`src/sv/ptq_pkg.sv`:
```
// Shared types, codes and constants of the periodic timer queue.
`timescale 1ns / 1ps

package ptq_pkg;

	localparam int NUM_TIMERS_DEF = 16;

	localparam int MODE_W   = 3;
	localparam int ID_W     = 32;
	localparam int IVL_W    = 32;
	localparam int TAG_W    = 16;
	localparam int TIME_W   = 64;
	localparam int STATUS_W = 2;

	// command codes
	localparam logic [MODE_W-1:0] MODE_ADD    = 3'd0;
	localparam logic [MODE_W-1:0] MODE_CANCEL = 3'd1;
	localparam logic [MODE_W-1:0] MODE_CHANGE = 3'd2;
	localparam logic [MODE_W-1:0] MODE_QUERY  = 3'd3;
	localparam logic [MODE_W-1:0] MODE_EXPIRE = 3'd4;

	// result status codes
	localparam logic [STATUS_W-1:0] STAT_OK        = 2'd0;
	localparam logic [STATUS_W-1:0] STAT_NOT_FOUND = 2'd1;
	localparam logic [STATUS_W-1:0] STAT_FULL      = 2'd2;
	localparam logic [STATUS_W-1:0] STAT_NONE_DUE  = 2'd3;

	typedef enum logic [2:0] {
		ST_IDLE,
		ST_SCAN,
		ST_DRAIN,
		ST_ACT,
		ST_DONE
	} state_t;

	// one timer slot as stored in the slot memory
	typedef struct packed {
		logic [ID_W-1:0]   ident;
		logic [TIME_W-1:0] due;
		logic [IVL_W-1:0]  interval;
		logic              periodic;
		logic [TAG_W-1:0]  tag;
	} slot_rec_t;

	typedef struct packed {
		logic [MODE_W-1:0] mode;
		logic [ID_W-1:0]   timer_ident;
		logic [IVL_W-1:0]  interval;
		logic              periodic;
		logic [TAG_W-1:0]  handler_tag;
		logic [TIME_W-1:0] now_time;
	} cmd_t;

	typedef struct packed {
		logic [STATUS_W-1:0] status;
		logic [ID_W-1:0]     result_ident;
		logic [IVL_W-1:0]    time_remaining;
		logic [TAG_W-1:0]    fired_tag;
	} res_t;

	// write controls toward the slot store
	typedef struct packed {
		logic wr_en;
		logic vld_set;
		logic vld_clr;
	} store_wr_t;

endpackage

```
`src/sv/ptq_cmd_if.sv`:
```
// Command channel of the periodic timer queue.
`timescale 1ns / 1ps

interface ptq_cmd_if;
	logic                       valid;
	logic                       ready;
	logic [ptq_pkg::MODE_W-1:0] mode;
	logic [ptq_pkg::ID_W-1:0]   timer_ident;
	logic [ptq_pkg::IVL_W-1:0]  interval;
	logic                       periodic;
	logic [ptq_pkg::TAG_W-1:0]  handler_tag;
	logic [ptq_pkg::TIME_W-1:0] now_time;

	modport source (
		output valid, mode, timer_ident, interval, periodic, handler_tag, now_time,
		input  ready
	);
	modport sink (
		input  valid, mode, timer_ident, interval, periodic, handler_tag, now_time,
		output ready
	);
endinterface

```
`src/sv/ptq_res_if.sv`:
```
// Result channel of the periodic timer queue.
`timescale 1ns / 1ps

interface ptq_res_if;
	logic                         valid;
	logic                         ready;
	logic [ptq_pkg::STATUS_W-1:0] status;
	logic [ptq_pkg::ID_W-1:0]     result_ident;
	logic [ptq_pkg::IVL_W-1:0]    time_remaining;
	logic [ptq_pkg::TAG_W-1:0]    fired_tag;

	modport source (
		output valid, status, result_ident, time_remaining, fired_tag,
		input  ready
	);
	modport sink (
		input  valid, status, result_ident, time_remaining, fired_tag,
		output ready
	);
endinterface

```
`src/sv/ptq_slot_store.sv`:
```
// Timer slot memory with per-slot valid bits and a registered read port.
`timescale 1ns / 1ps

module ptq_slot_store #(
	parameter  int NUM_TIMERS = ptq_pkg::NUM_TIMERS_DEF,
	localparam int IDX_W      = $clog2(NUM_TIMERS)
) (
	input  logic                clk,
	input  logic                arst_n,
	input  logic                rd_en,
	input  logic [IDX_W-1:0]    rd_addr,
	output ptq_pkg::slot_rec_t  rd_rec,
	output logic                rd_slot_valid,
	input  ptq_pkg::store_wr_t  wr,
	input  logic [IDX_W-1:0]    wr_addr,
	input  ptq_pkg::slot_rec_t  wr_rec
);

	ptq_pkg::slot_rec_t     mem [NUM_TIMERS];
	ptq_pkg::slot_rec_t     rd_rec_q;
	logic [NUM_TIMERS-1:0]  valid_q;
	logic                   rd_vld_q;

	// valid bits live in flops so reset empties the table at once
	always_ff @(posedge clk or negedge arst_n) begin
		if (!arst_n) begin
			valid_q  <= '0;
			rd_vld_q <= 1'b0;
		end else begin
			if (rd_en) begin
				rd_vld_q <= valid_q[rd_addr];
			end
			if (wr.vld_set) begin
				valid_q[wr_addr] <= 1'b1;
			end else if (wr.vld_clr) begin
				valid_q[wr_addr] <= 1'b0;
			end
		end
	end

	always_ff @(posedge clk) begin
		if (wr.wr_en) begin
			mem[wr_addr] <= wr_rec;
		end
		if (rd_en) begin
			rd_rec_q <= mem[rd_addr];
		end
	end

	assign rd_rec        = rd_rec_q;
	assign rd_slot_valid = rd_vld_q;

endmodule

```
`src/sv/periodic_timer_queue.sv`:
```
// Top level of the periodic timer queue: command sequencer around the slot store.
`timescale 1ns / 1ps

// Table of NUM_TIMERS software timers, one command per item on cmd and exactly
// one result item per command on res. Every command sweeps the whole slot memory,
// one slot per cycle through its single read port, then does at most one
// write-back; a new command is taken only after the result of the last one has
// been loaded into the output register. Add takes the lowest free slot and hands
// out sequential ids (wrapping at 2^32); cancel, change and time-left act on the
// lowest valid slot holding the id. Expire fires the earliest
// due timer, times compared as a wrap-aware signed 64-bit difference, ties going
// to the lowest slot; periodic timers re-arm by their interval, one-shots are freed.
// Time-left saturates at 2^32-1 and reports 0 once due. The result is held in an
// output register, so the next command is taken while a result waits on res.
// Reset empties the table at once (no clearing pass) and zeroes the id counter.

module periodic_timer_queue #(
	parameter int NUM_TIMERS = ptq_pkg::NUM_TIMERS_DEF
) (
	input logic      clk,
	input logic      arst_n,
	ptq_cmd_if.sink  cmd,
	ptq_res_if.source res
);

	localparam int IDX_W = $clog2(NUM_TIMERS);
	localparam logic [IDX_W-1:0] LAST_IDX = IDX_W'(NUM_TIMERS - 1);

	ptq_pkg::state_t    state_q, state_d;

	// sequencer strobes
	logic               in_ready;
	logic               scan_rd;
	logic               act;
	logic               load_out;

	// command and scan bookkeeping
	ptq_pkg::cmd_t      cmd_q;
	logic [IDX_W-1:0]   scan_idx_q;
	logic               chk_vld_s1;
	logic [IDX_W-1:0]   chk_idx_s1;
	logic               found_q;
	logic [IDX_W-1:0]   slot_q;
	ptq_pkg::slot_rec_t rec_q;
	logic [ptq_pkg::ID_W-1:0] next_ident_q;

	// result path
	ptq_pkg::res_t      res_d, res_hold_q, out_q;
	logic               out_valid_q;

	// slot store ports
	ptq_pkg::slot_rec_t rd_rec;
	logic               rd_slot_valid;
	ptq_pkg::store_wr_t wr;
	ptq_pkg::slot_rec_t wr_rec;

	// compare / arithmetic
	logic [ptq_pkg::TIME_W-1:0] best_diff;
	logic                       hit;
	logic [ptq_pkg::TIME_W-1:0] due_left;
	logic                       due_pos;
	logic [ptq_pkg::TIME_W-1:0] now_plus_ivl;
	logic [ptq_pkg::TIME_W-1:0] due_plus_ivl;
	logic                       cmd_acc;

	ptq_slot_store #(
		.NUM_TIMERS (NUM_TIMERS)
	) u_store (
		.clk           (clk),
		.arst_n        (arst_n),
		.rd_en         (scan_rd),
		.rd_addr       (scan_idx_q),
		.rd_rec        (rd_rec),
		.rd_slot_valid (rd_slot_valid),
		.wr            (wr),
		.wr_addr       (slot_q),
		.wr_rec        (wr_rec)
	);

	assign cmd_acc = cmd.valid && in_ready;

	// ---------------- sequencer ----------------
	always_comb begin
		state_d = state_q;
		case (state_q)
			ptq_pkg::ST_IDLE:  begin
				if (cmd.valid) state_d = ptq_pkg::ST_SCAN;
			end
			ptq_pkg::ST_SCAN:  begin
				if (scan_idx_q == LAST_IDX) state_d = ptq_pkg::ST_DRAIN;
			end
			ptq_pkg::ST_DRAIN: state_d = ptq_pkg::ST_ACT;
			ptq_pkg::ST_ACT:   state_d = ptq_pkg::ST_DONE;
			ptq_pkg::ST_DONE:  begin
				if (!out_valid_q || res.ready) state_d = ptq_pkg::ST_IDLE;
			end
			default:           state_d = ptq_pkg::ST_IDLE;
		endcase
	end

	always_comb begin
		in_ready = 1'b0;
		scan_rd  = 1'b0;
		act      = 1'b0;
		load_out = 1'b0;
		case (state_q)
			ptq_pkg::ST_IDLE:  in_ready = 1'b1;
			ptq_pkg::ST_SCAN:  scan_rd  = 1'b1;
			ptq_pkg::ST_DRAIN: ;
			ptq_pkg::ST_ACT:   act      = 1'b1;
			ptq_pkg::ST_DONE:  load_out = !out_valid_q || res.ready;
			default:           ;
		endcase
	end

	always_ff @(posedge clk or negedge arst_n) begin
		if (!arst_n) begin
			state_q <= ptq_pkg::ST_IDLE;
		end else begin
			state_q <= state_d;
		end
	end

	// ---------------- scan compare ----------------
	// read data of slot chk_idx_s1 comes from the registered read port in the cycle after its address went out
	assign best_diff = rd_rec.due - rec_q.due;

	always_comb begin
		hit = 1'b0;
		case (cmd_q.mode)
			ptq_pkg::MODE_ADD:    hit = !found_q && !rd_slot_valid;
			ptq_pkg::MODE_CANCEL,
			ptq_pkg::MODE_CHANGE,
			ptq_pkg::MODE_QUERY:  hit = !found_q && rd_slot_valid &&
			                            (rd_rec.ident == cmd_q.timer_ident);
			// strictly earlier only, so ties keep the lower slot
			ptq_pkg::MODE_EXPIRE: hit = rd_slot_valid &&
			                            (!found_q || best_diff[ptq_pkg::TIME_W-1]);
			default:              hit = 1'b0;
		endcase
	end

	always_ff @(posedge clk or negedge arst_n) begin
		if (!arst_n) begin
			scan_idx_q   <= '0;
			chk_vld_s1   <= 1'b0;
			found_q      <= 1'b0;
			next_ident_q <= '0;
		end else begin
			chk_vld_s1 <= scan_rd;
			if (cmd_acc) begin
				scan_idx_q <= '0;
				found_q    <= 1'b0;
			end else if (scan_rd) begin
				scan_idx_q <= scan_idx_q + 1'b1;
			end
			if (chk_vld_s1 && hit) begin
				found_q <= 1'b1;
			end
			if (act && found_q && (cmd_q.mode == ptq_pkg::MODE_ADD)) begin
				next_ident_q <= next_ident_q + 1'b1;
			end
		end
	end

	always_ff @(posedge clk) begin
		if (cmd_acc) begin
			cmd_q.mode        <= cmd.mode;
			cmd_q.timer_ident <= cmd.timer_ident;
			cmd_q.interval    <= cmd.interval;
			cmd_q.periodic    <= cmd.periodic;
			cmd_q.handler_tag <= cmd.handler_tag;
			cmd_q.now_time    <= cmd.now_time;
		end
		chk_idx_s1 <= scan_idx_q;
		if (chk_vld_s1 && hit) begin
			slot_q <= chk_idx_s1;
			rec_q  <= rd_rec;
		end
		if (act) begin
			res_hold_q <= res_d;
		end
	end

	// ---------------- write-back and result ----------------
	assign due_left     = rec_q.due - cmd_q.now_time;
	assign due_pos      = (due_left != '0) && !due_left[ptq_pkg::TIME_W-1];
	assign now_plus_ivl = cmd_q.now_time + {{(ptq_pkg::TIME_W-ptq_pkg::IVL_W){1'b0}},
	                                        cmd_q.interval};
	assign due_plus_ivl = rec_q.due + {{(ptq_pkg::TIME_W-ptq_pkg::IVL_W){1'b0}},
	                                   rec_q.interval};

	always_comb begin
		wr     = '0;
		wr_rec = rec_q;
		res_d  = '0;
		case (cmd_q.mode)
			ptq_pkg::MODE_ADD: begin
				if (found_q) begin
					wr.wr_en            = act;
					wr.vld_set          = act;
					wr_rec.ident        = next_ident_q;
					wr_rec.due          = now_plus_ivl;
					wr_rec.interval     = cmd_q.interval;
					wr_rec.periodic     = cmd_q.periodic;
					wr_rec.tag          = cmd_q.handler_tag;
					res_d.result_ident  = next_ident_q;
				end else begin
					res_d.status = ptq_pkg::STAT_FULL;
				end
			end
			ptq_pkg::MODE_CANCEL: begin
				if (found_q) wr.vld_clr = act;
				else         res_d.status = ptq_pkg::STAT_NOT_FOUND;
			end
			ptq_pkg::MODE_CHANGE: begin
				if (found_q) begin
					wr.wr_en        = act;
					wr_rec.due      = now_plus_ivl;
					wr_rec.interval = cmd_q.interval;
					wr_rec.periodic = cmd_q.periodic;
				end else begin
					res_d.status = ptq_pkg::STAT_NOT_FOUND;
				end
			end
			ptq_pkg::MODE_QUERY: begin
				if (!found_q) begin
					res_d.status = ptq_pkg::STAT_NOT_FOUND;
				end else if (due_pos) begin
					// saturate anything beyond 32 bits
					res_d.time_remaining = (|due_left[ptq_pkg::TIME_W-1:ptq_pkg::IVL_W]) ?
						'1 : due_left[ptq_pkg::IVL_W-1:0];
				end
			end
			ptq_pkg::MODE_EXPIRE: begin
				if (!found_q || due_pos) begin
					res_d.status = ptq_pkg::STAT_NONE_DUE;
				end else begin
					res_d.result_ident = rec_q.ident;
					res_d.fired_tag    = rec_q.tag;
					if (rec_q.periodic) begin
						wr.wr_en   = act;
						wr_rec.due = due_plus_ivl;
					end else begin
						wr.vld_clr = act;
					end
				end
			end
			default: ;
		endcase
	end

	// output register decouples res from the sequencer
	always_ff @(posedge clk or negedge arst_n) begin
		if (!arst_n) begin
			out_valid_q <= 1'b0;
		end else if (load_out) begin
			out_valid_q <= 1'b1;
		end else if (res.ready) begin
			out_valid_q <= 1'b0;
		end
	end

	always_ff @(posedge clk) begin
		if (load_out) begin
			out_q <= res_hold_q;
		end
	end

	assign cmd.ready          = in_ready;
	assign res.valid          = out_valid_q;
	assign res.status         = out_q.status;
	assign res.result_ident   = out_q.result_ident;
	assign res.time_remaining = out_q.time_remaining;
	assign res.fired_tag      = out_q.fired_tag;

endmodule
```
`src/flat_wrapper.sv`:
```
// flat-port wrapper written by rule: the top's interface ports become plain ports
module periodic_timer_queue_flat 
#(
	parameter int NUM_TIMERS = ptq_pkg::NUM_TIMERS_DEF
)
  (clk, arst_n, cmd_valid, cmd_mode, cmd_timer_ident, cmd_interval, cmd_periodic, cmd_handler_tag, cmd_now_time, cmd_ready, res_valid, res_status, res_result_ident, res_time_remaining, res_fired_tag, res_ready);
  ptq_cmd_if cmd_i ();
  ptq_res_if res_i ();
  input logic clk;
  input logic arst_n;
  input wire logic [$bits(cmd_i.valid)-1:0] cmd_valid;
  input wire logic [$bits(cmd_i.mode)-1:0] cmd_mode;
  input wire logic [$bits(cmd_i.timer_ident)-1:0] cmd_timer_ident;
  input wire logic [$bits(cmd_i.interval)-1:0] cmd_interval;
  input wire logic [$bits(cmd_i.periodic)-1:0] cmd_periodic;
  input wire logic [$bits(cmd_i.handler_tag)-1:0] cmd_handler_tag;
  input wire logic [$bits(cmd_i.now_time)-1:0] cmd_now_time;
  output wire logic [$bits(cmd_i.ready)-1:0] cmd_ready;
  output wire logic [$bits(res_i.valid)-1:0] res_valid;
  output wire logic [$bits(res_i.status)-1:0] res_status;
  output wire logic [$bits(res_i.result_ident)-1:0] res_result_ident;
  output wire logic [$bits(res_i.time_remaining)-1:0] res_time_remaining;
  output wire logic [$bits(res_i.fired_tag)-1:0] res_fired_tag;
  input wire logic [$bits(res_i.ready)-1:0] res_ready;
  assign cmd_i.valid = cmd_valid;
  assign cmd_i.mode = cmd_mode;
  assign cmd_i.timer_ident = cmd_timer_ident;
  assign cmd_i.interval = cmd_interval;
  assign cmd_i.periodic = cmd_periodic;
  assign cmd_i.handler_tag = cmd_handler_tag;
  assign cmd_i.now_time = cmd_now_time;
  assign cmd_ready = cmd_i.ready;
  assign res_valid = res_i.valid;
  assign res_status = res_i.status;
  assign res_result_ident = res_i.result_ident;
  assign res_time_remaining = res_i.time_remaining;
  assign res_fired_tag = res_i.fired_tag;
  assign res_i.ready = res_ready;
  periodic_timer_queue #(.NUM_TIMERS(NUM_TIMERS)) u_core (.clk(clk), .arst_n(arst_n), .cmd(cmd_i), .res(res_i));
endmodule
```
`config.mk`:
```
export PLATFORM = sky130hd
export DESIGN_NAME = periodic_timer_queue_flat
export DESIGN_NICKNAME = d
export VERILOG_FILES = /design/src/sv/ptq_pkg.sv /design/src/sv/ptq_cmd_if.sv /design/src/sv/ptq_res_if.sv /design/src/sv/ptq_slot_store.sv /design/src/sv/periodic_timer_queue.sv /design/src/flat_wrapper.sv
export SDC_FILE = /design/constraint.sdc
export NUM_CORES = 2
export LEC_CHECK = 0
export BUFFER_PORTS_ARGS = -buffer_cell sky130_fd_sc_hd__buf_2
export CAP_MARGIN = 25
export CORE_MARGIN = 1.5
export CORE_UTILIZATION = 41
export CTS_CLUSTER_DIAMETER = 30
export DETAILED_ROUTE_END_ITERATION = 10
export PLACE_DENSITY = 0.68
export SETUP_SLACK_MARGIN = 0.02
export SYNTH_ARGS = -nofsm -noshare
export SYNTH_HDL_FRONTEND = slang
export SYNTH_SLANG_ARGS = --single-unit
```
`constraint.sdc`:
```
create_clock -name clk -period 28 [get_ports clk]
set_input_delay 5.6 -clock clk [delete_from_list [all_inputs] [get_ports clk]]
set_output_delay 5.6 -clock clk [all_outputs]
set_load 0.01 [all_outputs]
```
Word level (Yosys, flattened, before mapping)
Memory sizes are Yosys's and may differ from the RTL's. A register that Yosys moved wholly into a read port is not among the register bits.
Index checks and enable logic that the tools add are counted.
W data, S select, Z words.

operators by class
  $lt $le $gt $ge = 3
  bitwise logic cells = 4
  equal/unequal tests = 13
  $add $sub $neg = 6
  mux-type cells = 48
  reduce and logical (&&, ||, !) cells = 29

operators with widths
  operator                 count
  $pmux W64 S3             1
  $mux W145                1
  $add A64 B32 Y64         2
  $mux W32                 4
  $mux W64                 2
  $sub A64 B64 Y64         2
  $mux W97                 1
  $pmux W33 S2             1
  $pmux W32 S2             1
  $reduce_bool A64 Y1      1
  $mux W16                 3
  $add A32 B1 Y32 const B  1
  $eq A32 B32 Y1           1
  $reduce_or A32 Y1        1
  $mux W1                  19
  $and A16 B16 Y16         1
  $not A16 Y16             1
  $or A16 B16 Y16          1
  $pmux W3 S5              1
  $eq A3 B2 Y1 const B     4
  $logic_and A1 B1 Y1      10
  $lt A4 B5 Y1 const B     2
  $mux W3                  3
  $mux W4                  2
  21 further kinds         37

storage, ports and cells
  memories = 1
  word-level logic and storage cells = 133
  flip-flop bits (word level) = 524
  input port bits = 152
  bits in writable memories = 2,320
  output and inout port bits = 84

memory list
  memory              depth  width  read ports  clocked after memory_dff  wr ports  RTL line              source
  u_core.u_store.mem  16     145    1           1                         1         ptq_slot_store.sv:19  ptq_pkg::slot_rec_t mem [NUM_TIMERS];

Depth between registers and ports, before layout
  depth after elaboration = 8
  depth in mapped cells = 20
  mapped depth without buffers = 16

By module
Synthesis repeated with hierarchy kept, for this count alone.

unflattened totals
  cell total of the unflattened synthesis = 6,554
  area total of the unflattened synthesis = 122,885.4 sq um

modules (own cells, without submodules)
  module                times used  cells each  area an instance (sq um)
  ptq_slot_store        1           3,705       92,543.8
  periodic_timer_queue  1           2,849       30,341.6

Least setup slack after synthesis
No wires, ideal clock.

  kind = reg2reg
  start point = reg u_core.rec_q[75] (netlist name)
  end point = mem u_core.u_store.mem[0][0] (netlist name), enable pin
  arrival = 17,571 ps
  slack = 9,424 ps
  setup time = 1,005 ps
  period minus slack after synthesis = 18,576 ps
  cell stages (with the launch flop) = 17
  cells stage by stage = edfxtp_1 -> ha_1 -> buf_6 -> a21oi_2 -> o21ai_0 -> or2_2 -> or2_2 -> o21ai_2 -> mux2_2 -> a211oi_1 -> nand4_1 -> or4_4 -> o21bai_4 -> o21ai_2 -> or3_1 -> buf_2 -> nor4_1

on the way
  longest elaborated chain between the ends = 8
  elaborated cells between the ends (all ways) = 9

ends and longest elaborated chain
  what                                                            RTL line                     source
  start: declaration                                              periodic_timer_queue.sv:44   ptq_pkg::slot_rec_t rec_q;
  start signal: assignment                                        periodic_timer_queue.sv:178  rec_q <= rd_rec;
  $sub A64 B64 Y64 *                                              periodic_timer_queue.sv:186  assign due_left = rec_q.due - cmd_q.now_time;
  $reduce_bool A64 Y1 / $logic_not A1 Y1 (equally long branches)  periodic_timer_queue.sv:187  assign due_pos = (due_left != '0) && !due_left[ptq_pkg::TIME_W-1];
  $logic_and A1 B1 Y1 *                                           periodic_timer_queue.sv:187
  $logic_or A1 B1 Y1 *                                            periodic_timer_queue.sv:236  if (!found_q || due_pos) begin
  $mux W1 *                                                       periodic_timer_queue.sv:236
  $pmux W1 S3 *                                                   periodic_timer_queue.sv:197  case (cmd_q.mode)
  $mux W1 *                                                       ptq_slot_store.sv:42         if (wr.wr_en) begin
  $mux W1 (implied by the code) *                                 ptq_slot_store.sv:43         mem[wr_addr] <= wr_rec;
  end: declaration                                                ptq_slot_store.sv:19

Mark *: on every way between the ends. The rest lies on a longest branch, timed or not.

Worst setup path in the final report
  start point = reg u_core.rec_q[49] (netlist name)
  end point = mem u_core.u_store.mem[11][21] (netlist name), enable pin

The elaborated chain is that of the path after synthesis.

==> out/summary.txt <==
CTS resizes -> 0
final worst setup slack -> 18930 ps
register area -> 0.08944 mm^2
worst rel slew slack -> 11.75%
XOR/XNOR Fraction of Synth Area -> 1.358%
global-route wire length before repair -> 484200 um
cell type with the largest total area after synthesis -> edfxtp_1
WP buf/inv -> 8
die area -> 0.3022 mm^2
RSZ-0062 raised after global routing -> false
DR iter-0 viols -> 8497
critical path launch point type -> register
routed vias/inst -> 5.919
Vias -> 67040
Crit Path Class -> reg -> reg
Final setup viols -> 0
H-tree depth -> 5
Final period util -> 32.38%
CTS buffer count -> 487
register area share after synthesis -> 72.97%
multiplexer share of the synthesized area -> 13.99%
fin nets -> 7307
Final min period -> 9067 ps
Hold-fix buffers, CTS -> 0
remaining antenna violation count -> 0
Initial DRT Pass Iterations -> 6
Post-Synth Simple-Gate Area -> 3.870%
Routed WL -> 338000 um
Final GP Congestion -> 0.9367
mean area per synthesized cell -> 19.23 um^2
IO Count -> 236
Setup Fix Bufs, Post-CTS -> 0
maximum vdd drop -> 0.09128 mV
initial antenna violation count -> 16
Pleak -> 48.81 nW
Crit path required time -> 28480 ps
Synth cell types -> 101
crit path max fanout -> 50
Fmax achieved -> 110.3 MHz
Final Skew -> 78.05 ps
Cell Pwr Density -> 101.3 mW/mm^2
dpl ws -> 19200 ps
Async S/R FF share, synth -> 1.974%
CTS tree -> built
commonest cells in the netlist -> edfxtp_1 (2926), mux4_2 (730), nand2_1 (292)
max-slew violations -> 0
Initial Util -> 41.26%
adder-cell share of the synthesized area -> 1.999%
Tightest Pin Transition -> 1324 ps
area grow syn2layout -> 19.26%
Clock Sinks -> 2989
largest net degree at the start of global routing -> 143
Synth top area share -> 71.70%
setup_tns -> 0 ps
Max clock buf depth -> 4
Rows -> 200
cell with the most instances after synthesis -> edfxtp_1
Mapped Nets -> 6718
ratio of cells with drive above 1 in the final layout -> 27.96%
fill count -> 23530
count of input and output buffers -> 235
HP Class -> reg -> reg
WL/cell -> 29.84 um
Hold Slack -> 386.1 ps
Synth area leaders -> edfxtp_1 (72%), mux4_2 (13%), ha_1 (2.0%)
Crit. End Element -> register
Syn Inst Count -> 6372
placed inst area -> 0.1290 mm^2
global-route usage over all layers -> 22.11%
largest family of logic cells by synthesized area -> multiplexers
Skew-Pair Late Insertion Delay -> 920 ps
Mapped Area -> 0.1226 mm^2
Cells after DPL -> 10400
final instance area -> 0.1462 mm^2
final core utilization -> 49.21%
total power -> 14.80 mW
Synth Area in Compound Gates -> 4.334%
status -> complete, no violations
Max-Cap Viols -> 0
Final Non-Filler Cells -> 11330
Post-synth EDFFs -> 2926
Core ar. -> 0.2970 mm^2
clock root buffer -> clkbuf_16
synthesis-stage register bit count -> 2989
Die Span X -> 549.7 um
CP delay by family, top -> buffers and inverters
HPWL after detailed placement -> 202100 um
Most common cell on crit path -> buf_4
die extent in y -> 549.7 um
Syn. warnings -> 0
worst path cell trace -> inv_1, ha_1, fa_1, nand2b_1, a21oi_1, o211ai_1, a21oi_1, o31ai_1, a2111oi_1, o21ai_0, a2111oi_0, buf_1, buf_4, nand4_1, o21bai_4, buf_4, o21ai_2, buf_4, or3_1, buf_4, nor3_4, buf_4, buf_4
area of the multi-input gates -> 0.03152 mm^2
CP peak stage delay -> 790 ps
CP Data Arrival Time -> 9540 ps
vias in the first global route -> 67540
Reg clk slew, reported paths -> 50 ps
final global-route overflow total -> 0
Remaining DRCs -> 0
endpoints failing hold -> 0
predominant post-synthesis flop cell -> edfxtp_1
Crit-path slowest cell -> buf_4
final timing paths:
kind	end	cells past startpoint	start	slack [ps]
worst max-delay path	u_core.u_store.mem[11][21]	23	u_core.rec_q[49]	18930
worst min-delay path	u_core.res.time_remaining[31]	0	u_core.res_hold_q[47]	390
worst max register to register	u_core.u_store.mem[11][21]	23	u_core.rec_q[49]	18930
worst min register to register	u_core.res.time_remaining[31]	0	u_core.res_hold_q[47]	390
max in group asynchronous	u_core.scan_idx_q[1]	2	arst_n	22340
min in group asynchronous	u_core.found_q	1	arst_n	4510
metal layers:
metal,track usage (%),part of all wire (%)
met1,31.21,41
met2,34.33,46
met3,4.403,9.4
met4,7.606,3.4
met5,0,0.026
power by group:
group	internal, mW	switching, mW
Combinational	1.37	1.72
Clock	3.91	2.17
Sequential	5.40	0.238
sequential cells by signal, summed over array words and instances (netlist names), 2 cells and up, named ones only:
signal                     cells
u_core.slot_q                  4
u_core.chk_idx_s1              4
u_core.rec_q                 145
u_core.u_store.rd_rec        145
u_core.u_store.mem          2320
u_core.cmd_q                 148
u_core.res.time_remaining     32
u_core.res.status              2
u_core.scan_idx_q              4
u_core.state_q                 3
u_core.res_hold_q             82
u_core.res.fired_tag          16
u_core.next_ident_q           32
u_core.res.result_ident       32
worst reg2reg max path, delay by kind of cell (launching register included):
family          cells  cell delay, ps
simple gates        4            1330
buf+inv             8            3250
flops               1             420
compound gates      9            2910
fa+ha+maj           2             640
cell families (layout without fill, tap and decap cells):
family,count (synthesis),in the layout
AOI/OAI and AO/OA,796,796
xor gates and xnor gates,190,190
adders and majority gates,194,194
buffers and inverters,463,1472
DFF,2989,2989
muxes,794,794
other,0,6
and+or+nand+nor,946,946
layout make-up:
cell class	instances	area share [%]
Tap cell	3939	3.372
Timing Repair Buffer	396	1.875
Clock inverter	351	2.913
Antenna cell	6	0.01027
Sequential cell	2989	61.19
Multi-Input combinational cell	2920	21.57
Inverter	167	0.4306
Clock buffer	558	8.641
placed cells by master (no fill, tap or decap), types with 25 or more instances in the layout:
cell        synthesis  layout
edfxtp_1         2926    2926
mux4_2            730     730
clkbuf_16           0     492
nand2_1           292     290
buf_2              25     234
a21oi_1           232     231
ha_1              191     191
nor2_1            177     173
inv_1             166     165
o21ai_0           149     140
buf_4               2     138
xnor2_1           131     131
nand4_1            82      82
nand3_1            77      77
a21o_1             70      70
bufinv_16           0      70
xor2_1             59      59
clkbuf_1          209      59
nor3_1             60      55
dfrtp_1            59      55
clkinv_2            0      55
and3_1             55      54
mux2_2             53      53
clkinvlp_4          0      52
clkinv_4            0      50
inv_6               0      49
clkinv_1            0      44
a22o_1             33      33
o31ai_1            26      26
or3_1              26      26
nand2b_1           25      25
Note: power is estimated with default switching activity, not from simulation.
